`config.mk`:
```
export PLATFORM = sky130hd
export DESIGN_NAME = simple_moving_average_top
export DESIGN_NICKNAME = d
export VERILOG_FILES = /design/src/rtl/core/sma_pkg.sv /design/src/rtl/core/sma_front.sv /design/src/rtl/core/sma_queue.sv /design/src/rtl/core/sma_back.sv /design/src/rtl/core/simple_moving_average_top.sv
export SDC_FILE = /design/constraint.sdc
export NUM_CORES = 1
export LEC_CHECK = 0
export ABC_AREA = 0
export BUFFER_PORTS_ARGS = -buffer_cell sky130_fd_sc_hd__buf_2
export CAP_MARGIN = 15
export CORE_ASPECT_RATIO = 0.9
export CORE_UTILIZATION = 41
export CTS_CLUSTER_SIZE = 40
export DETAILED_ROUTE_END_ITERATION = 16
export HOLD_SLACK_MARGIN = 0.05
export MAX_ROUTING_LAYER = met4
export PLACE_DENSITY = 0.6
export SYNTH_ARGS = -nofsm -noshare
export SYNTH_HDL_FRONTEND = slang
export SYNTH_HIERARCHICAL = 1
export SYNTH_SLANG_ARGS = --single-unit
```
`constraint.sdc`:
```
create_clock -name clk_i -period 3.69 [get_ports clk_i]
set_input_delay 0.1845 -clock clk_i [delete_from_list [all_inputs] [get_ports clk_i]]
set_output_delay 0.1845 -clock clk_i [all_outputs]
set_load 0.005 [all_outputs]
```
`src/rtl/core/sma_pkg.sv`:
```
// Package for the simple moving average block: sizes, queue item and status
// types, and the state type of the divider sequencer.
// Used by every module in rtl/core; depends on nothing.
`default_nettype none

package sma_pkg;

  // Window length and number of fraction bits of the result.
  localparam int unsigned Window       = 16;
  localparam int unsigned FractionBits = 8;

  // Fixed field widths of the ports.
  localparam int unsigned SampleW = 12;
  localparam int unsigned AvgW    = 20;
  localparam int unsigned CountW  = 5;

  // Derived sizes.
  localparam int unsigned SlotW = (Window > 1) ? $clog2(Window) : 1;
  localparam int unsigned SumW  = SampleW + $clog2(Window);
  localparam int unsigned FillW = $clog2(Window + 1);
  localparam int unsigned DivdW = SumW + FractionBits;
  localparam int unsigned StepW = $clog2(DivdW + 1);

  // Widths for the saturating compares on the way out.
  localparam int unsigned AvgCmpW = (DivdW > AvgW) ? DivdW : AvgW;
  localparam int unsigned CntCmpW = (FillW > CountW) ? FillW : CountW;

  // Decoupling queue between the front and the divider.
  localparam int unsigned QueueDepth = 2;
  localparam int unsigned QPtrW      = (QueueDepth > 1) ? $clog2(QueueDepth) : 1;
  localparam int unsigned QLevelW    = $clog2(QueueDepth + 1);

  typedef struct packed {
    logic [SumW-1:0]  sum;
    logic [FillW-1:0] count;
  } queue_item_t;

  typedef struct packed {
    logic               empty;
    logic               full;
    logic [QLevelW-1:0] level;
  } queue_status_t;

  typedef enum logic [1:0] {
    BK_IDLE,
    BK_DIV,
    BK_HOLD
  } back_state_e;

endpackage

`default_nettype wire

```
`src/rtl/core/sma_front.sv`:
```
// Front part: accepts samples, keeps the sample ring, running sum, write
// slot and fill count, and hands {sum, count} to the queue.
// Depends on sma_pkg.
`default_nettype none

module sma_front (
  input  wire                         clk_i,
  input  wire                         rst_ni,
  input  wire                         accept_i,
  input  wire  [sma_pkg::SampleW-1:0] sample_i,
  output sma_pkg::queue_item_t        item_o
);
  import sma_pkg::*;

  logic [SampleW-1:0] ring_q [Window];
  logic [SlotW-1:0]   slot_q, slot_d;
  logic [SumW-1:0]    sum_q, sum_d;
  logic [FillW-1:0]   fill_q, fill_d;

  always_comb begin
    // Slots not yet written hold zero, so removing them changes nothing.
    sum_d = sum_q - SumW'(ring_q[slot_q]) + SumW'(sample_i);
    if (slot_q == SlotW'(Window - 1)) begin
      slot_d = '0;
    end else begin
      slot_d = slot_q + SlotW'(1);
    end
    if (fill_q < FillW'(Window)) begin
      fill_d = fill_q + FillW'(1);
    end else begin
      fill_d = fill_q;
    end
  end

  always_ff @(posedge clk_i or negedge rst_ni) begin
    if (!rst_ni) begin
      for (int i = 0; i < Window; i++) begin
        ring_q[i] <= '0;
      end
      slot_q <= '0;
      sum_q  <= '0;
      fill_q <= '0;
    end else if (accept_i) begin
      ring_q[slot_q] <= sample_i;
      slot_q         <= slot_d;
      sum_q          <= sum_d;
      fill_q         <= fill_d;
    end
  end

  assign item_o.sum   = sum_d;
  assign item_o.count = fill_d;

endmodule

`default_nettype wire

```
`src/rtl/core/sma_queue.sv`:
```
// Short FIFO that decouples the front from the divider.
// Depends on sma_pkg.
`default_nettype none

module sma_queue (
  input  wire                    clk_i,
  input  wire                    rst_ni,
  input  wire                    push_i,
  input  sma_pkg::queue_item_t   push_item_i,
  input  wire                    pop_i,
  output sma_pkg::queue_item_t   pop_item_o,
  output sma_pkg::queue_status_t status_o
);
  import sma_pkg::*;

  queue_item_t        mem_q [QueueDepth];
  logic [QPtrW-1:0]   wr_ptr_q, rd_ptr_q;
  logic [QLevelW-1:0] level_q;
  logic               do_push, do_pop;

  assign status_o.empty = (level_q == '0);
  assign status_o.full  = (level_q == QLevelW'(QueueDepth));
  assign status_o.level = level_q;

  assign do_push = push_i && !status_o.full;
  assign do_pop  = pop_i && !status_o.empty;

  assign pop_item_o = mem_q[rd_ptr_q];

  always_ff @(posedge clk_i) begin
    if (do_push) begin
      mem_q[wr_ptr_q] <= push_item_i;
    end
  end

  always_ff @(posedge clk_i or negedge rst_ni) begin
    if (!rst_ni) begin
      wr_ptr_q <= '0;
      rd_ptr_q <= '0;
      level_q  <= '0;
    end else begin
      if (do_push) begin
        wr_ptr_q <= (wr_ptr_q == QPtrW'(QueueDepth - 1)) ? '0 : wr_ptr_q + QPtrW'(1);
      end
      if (do_pop) begin
        rd_ptr_q <= (rd_ptr_q == QPtrW'(QueueDepth - 1)) ? '0 : rd_ptr_q + QPtrW'(1);
      end
      if (do_push && !do_pop) begin
        level_q <= level_q + QLevelW'(1);
      end else if (do_pop && !do_push) begin
        level_q <= level_q - QLevelW'(1);
      end
    end
  end

endmodule

`default_nettype wire

```
`src/rtl/core/sma_back.sv`:
```
// Back part: a radix-2 restoring divider that forms sum * 2^FractionBits / n
// one quotient bit per cycle, then saturates and registers the result.
// Depends on sma_pkg.
`default_nettype none

module sma_back (
  input  wire                        clk_i,
  input  wire                        rst_ni,
  input  wire                        q_empty_i,
  input  sma_pkg::queue_item_t       q_item_i,
  output logic                       q_pop_o,
  output logic                       valid_o,
  input  wire                        stall_i,
  output logic [sma_pkg::AvgW-1:0]   average_q8_o,
  output logic [sma_pkg::CountW-1:0] samples_in_window_o
);
  import sma_pkg::*;

  localparam logic [AvgCmpW-1:0] AvgMax = AvgCmpW'({AvgW{1'b1}});
  localparam logic [CntCmpW-1:0] CntMax = CntCmpW'({CountW{1'b1}});

  back_state_e      state_q, state_d;
  logic [DivdW-1:0] dvd_q;    // dividend shifts out at the top, quotient in at the bottom
  logic [FillW-1:0] rem_q;
  logic [FillW-1:0] div_q;
  logic [StepW-1:0] step_q;
  logic [FillW:0]   trial;
  logic             ge;
  logic [FillW-1:0] rem_next;
  logic             out_free;
  logic             load_out;
  logic [AvgCmpW-1:0] quo_ext;
  logic [CntCmpW-1:0] cnt_ext;

  assign trial    = {rem_q, dvd_q[DivdW-1]};
  assign ge       = (trial >= {1'b0, div_q});
  assign rem_next = ge ? FillW'(trial - {1'b0, div_q}) : FillW'(trial);

  // The output register can take a new result when it is empty or being taken.
  assign out_free = !valid_o || !stall_i;

  always_comb begin
    state_d  = state_q;
    q_pop_o  = 1'b0;
    load_out = 1'b0;
    unique case (state_q)
      BK_IDLE: begin
        if (!q_empty_i) begin
          q_pop_o = 1'b1;
          state_d = BK_DIV;
        end
      end
      BK_DIV: begin
        if (step_q == StepW'(1)) begin
          state_d = BK_HOLD;
        end
      end
      BK_HOLD: begin
        if (out_free) begin
          load_out = 1'b1;
          state_d  = BK_IDLE;
        end
      end
      default: state_d = BK_IDLE;
    endcase
  end

  always_ff @(posedge clk_i or negedge rst_ni) begin
    if (!rst_ni) begin
      state_q <= BK_IDLE;
    end else begin
      state_q <= state_d;
    end
  end

  always_ff @(posedge clk_i or negedge rst_ni) begin
    if (!rst_ni) begin
      step_q <= '0;
    end else if (q_pop_o) begin
      step_q <= StepW'(DivdW);
    end else if (state_q == BK_DIV) begin
      step_q <= step_q - StepW'(1);
    end
  end

  always_ff @(posedge clk_i) begin
    if (q_pop_o) begin
      dvd_q <= DivdW'(q_item_i.sum) << FractionBits;
      rem_q <= '0;
      div_q <= q_item_i.count;
    end else if (state_q == BK_DIV) begin
      dvd_q <= {dvd_q[DivdW-2:0], ge};
      rem_q <= rem_next;
    end
  end

  assign quo_ext = AvgCmpW'(dvd_q);
  assign cnt_ext = CntCmpW'(div_q);

  always_ff @(posedge clk_i or negedge rst_ni) begin
    if (!rst_ni) begin
      valid_o <= 1'b0;
    end else if (load_out) begin
      valid_o <= 1'b1;
    end else if (!stall_i) begin
      valid_o <= 1'b0;
    end
  end

  always_ff @(posedge clk_i) begin
    if (load_out) begin
      average_q8_o        <= (quo_ext > AvgMax) ? AvgW'(AvgMax) : AvgW'(quo_ext);
      samples_in_window_o <= (cnt_ext > CntMax) ? CountW'(CntMax) : CountW'(cnt_ext);
    end
  end

endmodule

`default_nettype wire

```
`src/rtl/core/simple_moving_average_top.sv`:
```
// Simple moving average over the last 16 samples, 8 fraction bits out.
// The 24-step radix-2 divider works on one request at a time.
// The front accepts up to two more requests while the divider is busy.
// Reset (rst_ni, asynchronous, active low) clears the ring, sum, counts and
// all valid flags; no clearing pass is needed.
`default_nettype none

module simple_moving_average_top (
  input  wire                          clk_i,
  input  wire                          rst_ni,
  input  wire                          in_valid_i,
  output logic                         in_stall_o,
  input  wire  [sma_pkg::SampleW-1:0]  sample_i,
  output logic                         out_valid_o,
  input  wire                          out_stall_i,
  output logic [sma_pkg::AvgW-1:0]     average_q8_o,
  output logic [sma_pkg::CountW-1:0]   samples_in_window_o
);
  import sma_pkg::*;

  queue_item_t   front_item, queue_item;
  queue_status_t q_status;
  logic          in_accept;
  logic          q_pop;

  assign in_stall_o = q_status.full;
  assign in_accept  = in_valid_i && !in_stall_o;

  sma_front u_front (
    .clk_i    (clk_i),
    .rst_ni   (rst_ni),
    .accept_i (in_accept),
    .sample_i (sample_i),
    .item_o   (front_item)
  );

  sma_queue u_queue (
    .clk_i       (clk_i),
    .rst_ni      (rst_ni),
    .push_i      (in_accept),
    .push_item_i (front_item),
    .pop_i       (q_pop),
    .pop_item_o  (queue_item),
    .status_o    (q_status)
  );

  sma_back u_back (
    .clk_i               (clk_i),
    .rst_ni              (rst_ni),
    .q_empty_i           (q_status.empty),
    .q_item_i            (queue_item),
    .q_pop_o             (q_pop),
    .valid_o             (out_valid_o),
    .stall_i             (out_stall_i),
    .average_q8_o        (average_q8_o),
    .samples_in_window_o (samples_in_window_o)
  );

  // An accepted request is in the queue on the next cycle.
  a_accept_queued: assert property (@(posedge clk_i) disable iff (!rst_ni)
    in_accept |=> !q_status.empty)
    else $error("accepted request did not reach the queue");

  // The divider only pops when the queue holds something.
  a_pop_nonempty: assert property (@(posedge clk_i) disable iff (!rst_ni)
    q_pop |-> !q_status.empty)
    else $error("pop from an empty queue");

  // Every result averages at least one and at most a full window of samples.
  a_count_range: assert property (@(posedge clk_i) disable iff (!rst_ni)
    out_valid_o |-> (samples_in_window_o != '0) &&
                    (CntCmpW'(samples_in_window_o) <= CntCmpW'(Window)))
    else $error("result sample count out of range");

endmodule

`default_nettype wire

```
Word-level counts from Yosys, hierarchy flattened:

Memory sizes are Yosys's and may differ from the RTL's.
Index checks and enable logic that the tools add are counted.

* RAM bits: 42
* memory bits (read-only): 0
* output and inout bits: 27
* bits in latches: 0
* register bits after elaboration: 288
* memories kept: 1
* input port bits: 16
* word-level logic and storage cells: 105

* reduce and logical (&&, ||, !) cells: 18
* $add $sub $neg: 10
* multiply operators: 0
* bitwise operators: 1
* $lt $le $gt $ge: 6
* divide/modulo/power cells: 0
* muxes and demuxes: 29
* equality and inequality tests: 9
* shifts and indexed selects: 0

Memory list
* u_queue.mem_q: depth 2, width 21, rd ports 1, clocked after memory_dff 0, wr ports 1, line sma_queue.sv:16 `queue_item_t mem_q [QueueDepth];`

Operators by type and width (count)
* bitwise mux 192 bit: 1
* binary-select mux 12 bit (select 4 bit): 1
* demux 12 bit (select 4 bit): 1
* two-way mux 24 bit: 2
* two-way mux 12 bit: 3
* greater-than comparator 24 x 20 -> 1 bit, second input constant: 1
* two-way mux 5 bit: 4
* adder 16 x 12 -> 16 bit: 1
* subtractor 16 x 12 -> 16 bit: 1
* two-way mux 1 bit: 10
* two-way mux 2 bit: 5
* >= comparator 6 x 5 -> 1 bit: 1
* logical AND 1 bit: 6
* logical NOT 1 bit: 6
* inequality test 2 x 1 -> 1 bit, second input constant: 3
* one-hot mux 2 bit (3 select lines): 1
* adder 5 x 1 -> 5 bit, second input constant: 1
* == test 5 x 1 -> 1 bit, second input constant: 1
* >= comparator 5 bit, second input constant: 1
* greater-than comparator 5 bit, second input constant: 1
* less-than comparator 5 x 1 -> 1 bit, second input constant: 1
* less-than comparator 5 bit, second input constant: 1
* NOT 4 -> 5 bit: 1
* subtractor 5 x 1 -> 5 bit, second input constant: 1
* other kinds (14): 18

Longest topological paths before layout:

Gate-level depths: netlist of run 1.

* depth in word-level cells: 8
* gate-level depth with buffers: 15
* mapped depth without buffers: 13

Modules after synthesis:

The synthesis of run 1 kept the hierarchy.

Modules (own cells, without submodules)
* sma_front: area an instance 10711.5 um^2, seq. area each 5430.2 um^2, cells an instance 921, instances 1
* sma_back: area an instance 2713.9 um^2, seq. area each 1841.8 um^2, cells an instance 194, instances 1
* sma_queue: area an instance 1798.0 um^2, seq. area each 1361.3 um^2, cells an instance 84, instances 1
* simple_moving_average_top: area an instance 13.8 um^2, seq. area each 0.0 um^2, cells an instance 1, instances 1

Worst setup path before layout of run 1:

OpenSTA, ideal clock, no wires.

* kind: register to register
* start point: register u_front.slot_q[1]
* end point: memory u_queue/mem_q[0][15] (netlist name), data pin
* setup time: 258 ps
* cell stages (with the launch flop): 14
* buffers on the path: 2
* path slack: -228 ps
* clock period less this slack: 3918 ps
* required time: 3432 ps
* arrival: 3661 ps
* path through: dfrtp_1 clkbuf_1 clkbuf_1 mux4_2 mux4_2 fa_1 inv_1 ha_1 nor2b_1 o31a_1 o211ai_2 a21oi_1 or3_1 and2_1

RTL lines
* from (decl): line sma_front.sv:16 `logic [SlotW-1:0] slot_q, slot_d;`
* from (signal assigned): line sma_front.sv:45 `slot_q <= slot_d;`
* to (decl): line sma_queue.sv:16

==> results of run 1 <==
==> metal layers <==
metal | wire (um) | part of all wire (%) | vias up
met3 | 1690 | 5.0 | 56
met1 | 16100 | 47 | 4751
met5 | 0 | 0 | -
met2 | 15400 | 45 | 189
li1 | - | - | 4428
met4 | 750 | 2.2 | 0
==> critical path: cells and delay by family, from the launching register on <==
family / cells / cell delay [ps]
flip-flops: 1 / 450
AO/OA/AOI/OAI: 4 / 600
buffers and inverters: 3 / 350
AND/OR/NAND/NOR: 2 / 500
adder cells (fa/ha/maj): 2 / 760
multiplexers: 2 / 1060
==> registers in the layout (all words and copies together) (netlist names) <==
register / flops
u_front/slot_q: 4
u_back/step_q: 5
u_front/sum_q: 16
u_back/samples_in_window_o: 5
u_back/rem_q: 5
u_back/dvd_q: 24
u_queue/rd_ptr_q: 1
u_front/ring_q: 192
u_back/cnt_ext: 5
u_front/fill_q: 5
u_queue/wr_ptr_q: 1
u_back/state_q: 2
u_queue/mem_q: 42
u_back/average_q8_o: 20
u_back/valid_o: 1
u_queue/level_q: 2
==> per-stage QoR <==
step                instances  instance area (sq um)  hold WS [ps]  setup TNS (ps)
finish                   1798                  18200          84.9           -4900
global route             1798                  18200          80.1           -8200
CTS                      1793                  18100          51.5           -3860
detailed placement       1707                  16300           364           -6580
global placement         1707                  16300           358           -5180
floorplan                1200                  15300          -111            -371
==> path summary, 6_finish.rpt <==
kind | to | slack (ps) | cells past startpoint | from
setup reg to reg | u_queue/mem_q[1][15] | -310 | 13 | u_front/slot_q[0]
max in group asynchronous | u_front/ring_q[52] | 2420 | 3 | rst_ni
min in group asynchronous | u_front/ring_q[117] | 350 | 2 | rst_ni
hold / removal | u_front/ring_q[158] | 80 | 2 | sample_i[2]
setup / recovery | u_queue/mem_q[1][15] | -310 | 13 | u_front/slot_q[0]
hold reg to reg | u_back/samples_in_window_o[0] | 460 | 0 | u_back/cnt_ext[0]
==> layout make-up <==
type / instances / share of cell area (%)
Multi-Input combinational cell: 721 / 34.6
Sequential cell: 330 / 47.3
Clock buffer: 45 / 5.35
Inverter: 69 / 1.42
Clock inverter: 20 / 1.73
Timing Repair Buffer: 137 / 6.34
Tap cell: 476 / 3.26
==> kinds of logic after synthesis <==
group | Yosys count
AO/OA/AOI/OAI | 236
XOR/XNOR | 29
adder cells (fa/ha/maj) | 42
buffers and inverters | 149
flip-flops | 330
multiplexers | 149
AND/OR/NAND/NOR | 265
==> repair_timing <==
item / in CTS / in global routing
cloned: 2 / 0
setup endpoints to repair: 30 / 32
hold buffers: 12 / 0
pin swaps: 7 / 19
endpoints found under the hold margin: 165 / 0
setup buffers: 9 / 8
gates resized for setup: 58 / 27
==> placed cells by master (no fill, tap or decap), types with 20 or more instances in the layout <==
cell	count
o21ai_0	149
mux2_2	64
ha_1	20
nand2_1	175
inv_1	65
mux2_4	20
mux4_2	42
buf_2	41
clkbuf_16	37
edfxtp_1	88
a22o_1	23
dfrtp_1	227
nand2b_1	27
buf_4	62
==> flow_summary.toml, run 1 <==
[run_status]
status = "finished, violations left"
failed_checks = "negative setup slack"

[min_path]
hp-class = "in -> reg"

[sta]
post-route-period-util_pct = 108
rsz0062_at_grt = "true"
fin_worst_skew_ps = 25.1
finalWorstSetupSlack_ps = -313
slew_headroom_pct = 23.0
fmax_ghz = 0.250
maxSlewViolCount = 0
fin_crit_ps = 4000
setup_viol = 25
worst_pin_slew_ps = 1150
hold_viol = 0

[synthesis]
synth_common_cells = "dfrtp_1, nand2_1, o21ai_0"
yosysTopAreaCellShare_pct = 37.6
synth_top_family_by_area = "multiplexers"
ys_top_cells_by_area = "dfrtp_1, edfxtp_1, o21ai_0"
async_reset_ff_share_pct = 69.4
synthCells = 1200
syn_area_sq_mm = 0.0152
ys_warn_count = 6
synth_cell_types = 64
synth-simple-area-share_pct = 7.66
post_synth_fa_ha_maj_area_fraction_pct = 4.09
synthXorXnorAreaFrac_pct = 1.72
synth_edf_count = 88
synthMuxAreaShare_pct = 16.6
synth_flop_cell = "dfrtp_1"
synth_compound_area_share_pct = 9.09
syn_area_per_cell_sq_um = 12.7
synth-seq-cells = 330
ys_seq_area_share_pct = 56.7
synth_top_area_cell = "dfrtp_1"
synth_nets = 1258
post-synth-top-count-cell = "dfrtp_1"

[clock_tree]
cts-root-buf = "clkbuf_16"
cts.path.max_buffers = 3
clkTransAtPathRegs_ps = 60
cts-htree-levels = 2
numCtsBuffers = 37
insertion_delay_ps = 530
clock_sinks = 330
cts_tree = "done"

[final_layout]
antenna_cells = 0
regArea_sq_mm = 0.00864
areaGrowthSynthToFinish_pct = 19.7
multi_input_area_sq_mm = 0.00630
fin_util_pct = 50.2
fin_nets = 1354
layout-drive-gt1-share_pct = 28.1
fillers = 3148

[placed_design]
detailedPlace.worstSlack_ps = -336
routabilityCongestion = 0.830
portBuffers = 42
dp_hpwl_um = 22300

[worst_setup_path]
cp-start-kind = "flop"
worstSetupPathType = "reg -> reg"
slowest_stage = "mux4_1"
worstPathArrival_ps = 4270
crit_path_end_kind = "flop"
worstPathMaxFanout = 6
worst_ep_required_time_ps = 3960
worstPathCellList = "buf_12 > buf_16 > mux4_1 > mux4_2 > fa_1 > inv_1 > ha_4 > o211a_1 > o31a_1 > o211ai_4 > a21oi_2 > or3_1 > and2_4"
critical-path-max-stage-delay_ps = 560

[global_route]
top_usage_layer = "met2"
gr-usage-met1_pct = 26.8
met3_usage_pct = 3.54
grt.overflow.total = 0
first_global_vias = 9501
use_met2_pct = 28.6
grt_max_degree = 127
grt_usage_pct = 19.2
antenna_found_initial = 0
grt_pass1_wl_um = 54400

[routing]
routed_wl_um = 34000
drt-pass1-iter-count = 4
drt-initial-drc-count = 483
viasPerCell = 5.24
wl_per_cell_um = 18.9
antenna_left = 0
dr_total_vias = 9424
route.detailed.drc = 0

[die]
die_y_um = 185
row_count = 66
io_pins = 43
dieArea_sq_mm = 0.0379
die_w_um = 205
start_util_pct = 41.9
core_sq_mm = 0.0363

[run]
cap_violations = 0
Power of run 1 is not shown: default switching activity piles up to over one toggle a cycle in this logic, so the estimate is an artifact.
==> run 2: changes to the inputs <==
--- a/config.mk
+++ b/config.mk
@@ -6,7 +6,7 @@
 export NUM_CORES = 1
 export LEC_CHECK = 0
 export ABC_AREA = 0
-export BUFFER_PORTS_ARGS = -buffer_cell sky130_fd_sc_hd__buf_2
+export BUFFER_PORTS_ARGS = -buffer_cell sky130_fd_sc_hd__clkbuf_2
 export CAP_MARGIN = 15
 export CORE_ASPECT_RATIO = 0.9
 export CORE_UTILIZATION = 41
==> run 2 against run 1 <==
The flow still finishes with violations (negative setup slack). Cell count rose by 0.72%. Global-route usage increased by 0.33 points. Sequential share of layout area fell by 0.28 points. Wire length grew 2.1%. Maximum frequency decreased by 0.65%. Clock skew is 12 ps lower. Non-clock buffer count is 16 higher. Register-to-register slack lost 30 ps. Critical path type unchanged.
==> flow_summary.toml, run 2 (synthesis gave the netlist of run 1 again) <==
[global_route]
grt_pass1_wl_um = 55200
grt_usage_pct = 19.5
grt_max_degree = 84
first_global_vias = 9650
antenna_found_initial = 0
grt.overflow.total = 0

[worst_setup_path]
worstPathArrival_ps = 4300
worstSetupPathType = "reg -> reg"
worst_ep_required_time_ps = 3960
slowest_stage = "mux4_2"
crit_path_end_kind = "flop"
cp-start-kind = "flop"
critical-path-max-stage-delay_ps = 530
worstPathCellList = "buf_6 > buf_12 > buf_12 > mux4_2 > mux4_2 > fa_1 > inv_2 > ha_4 > o211a_1 > o31a_1 > o211ai_4 > a21oi_2 > or3_1 > and2_4"
worstPathMaxFanout = 7

[sta]
holdWs_ps = 82.4
finalWorstSetupSlack_ps = -339
fin_crit_ps = 4030
fin_worst_skew_ps = 13.0
rsz0062_at_grt = "true"
slew_headroom_pct = 22.4
setup_viol = 26
fmax_ghz = 0.248
post-route-period-util_pct = 109
maxSlewViolCount = 0
fin_tns_setup_ps = -5640
worst_pin_slew_ps = 1160
hold_viol = 0

[run_status]
status = "finished, violations left"
failed_checks = "negative setup slack"

[clock_tree]
cts-htree-levels = 2
clkTransAtPathRegs_ps = 60
clock_sinks = 330
cts_tree = "done"
cts.path.max_buffers = 3
insertion_delay_ps = 520
numCtsBuffers = 35
cts-root-buf = "clkbuf_16"

[routing]
wl_per_cell_um = 19.2
drt-pass1-iter-count = 5
routed_wl_um = 34700
route.detailed.drc = 0
antenna_left = 0
drt-initial-drc-count = 649
viasPerCell = 5.30
dr_total_vias = 9607

[die]
dieArea_sq_mm = 0.0379
core_sq_mm = 0.0363
die_y_um = 185
start_util_pct = 41.9
io_pins = 43
row_count = 66
die_w_um = 205

[final_layout]
antenna_cells = 0
reg.largest.list = "u_front/ring_q: 192 flops, u_queue/mem_q: 42 flops, u_back/dvd_q: 24 flops"
fin_nets = 1368
largest_reg_flops = 192
layout-drive-gt1-share_pct = 29.7
regMostFlops = "u_front/ring_q"
final_common_cell = "dfrtp_1"
fillers = 3145
layout_common_cells = "dfrtp_1, nand2_1, o21ai_0"
stdcell_area_sq_mm = 0.0184
areaGrowthSynthToFinish_pct = 20.4

[min_path]
hp-class = "in -> reg"

[placed_design]
portBuffers = 42
routabilityCongestion = 0.851
dp_hpwl_um = 22700
detailedPlace.worstSlack_ps = -336
place_area_sq_mm = 0.0164

[run]
cap_violations = 0
[run 2: through the flow]
step / cells / util, %
global route: 1811 / 50.5
global placement: 1715 / 45.1
detailed placement: 1715 / 45.1
floorplan: 1200 / -
CTS: 1808 / 49.9
finish: 1811 / 50.5
[run 2: cell type report]
cell class | count | area [sq um] | area share [%]
Clock inverter | 12 | 156 | 0.852
Sequential cell | 330 | 8640 | 47.1
Tap cell | 476 | 596 | 3.25
Clock buffer | 50 | 1020 | 5.56
Inverter | 69 | 259 | 1.41
Multi-Input combinational cell | 721 | 6390 | 34.8
Timing Repair Buffer | 153 | 1300 | 7.08
[run 2: final timing paths]
| path | start | endpoint | slack (ps) | cells after the start |
|---|---|---|---|---|
| worst max-delay path | u_front/slot_q[0] | u_queue/mem_q[0][15] | -340 | 14 |
| worst min-delay path | sample_i[2] | u_front/ring_q[182] | 80 | 2 |
| worst max register to register | u_front/slot_q[0] | u_queue/mem_q[0][15] | -340 | 14 |
| worst min register to register | u_back/cnt_ext[0] | u_back/samples_in_window_o[0] | 470 | 0 |
| max in group asynchronous | rst_ni | u_front/ring_q[40] | 2480 | 3 |
| min in group asynchronous | rst_ni | u_front/ring_q[161] | 220 | 2 |
[run 2: layer usage]
metal	GRT usage (%)	routed length, um	vias up
met5	-	0	-
met4	5.90	928	0
met3	3.85	1820	60
met2	29.3	15700	208
met1	26.9	16200	4875
li1	-	-	4464
[run 2: what timing repair did]
item,4_1_cts,5_1_grt
setup buffers,19,5
hold buffers,12,0
gates cloned,2,0
hold endpoints to repair,111,0
setup endpoints to repair,30,32
gates resized for setup,78,38
pin swaps,22,29
[run 2: critical path, delay by kind of cell, from the launching register on]
kind / cells / cell delay [ps]
muxes: 2 / 1040
adders and majority gates: 2 / 770
AOI/OAI and AO/OA: 4 / 610
and+or+nand+nor: 2 / 520
DFF: 1 / 420
buffers and inverters: 4 / 420
Power of run 2 is left out for the same reason.
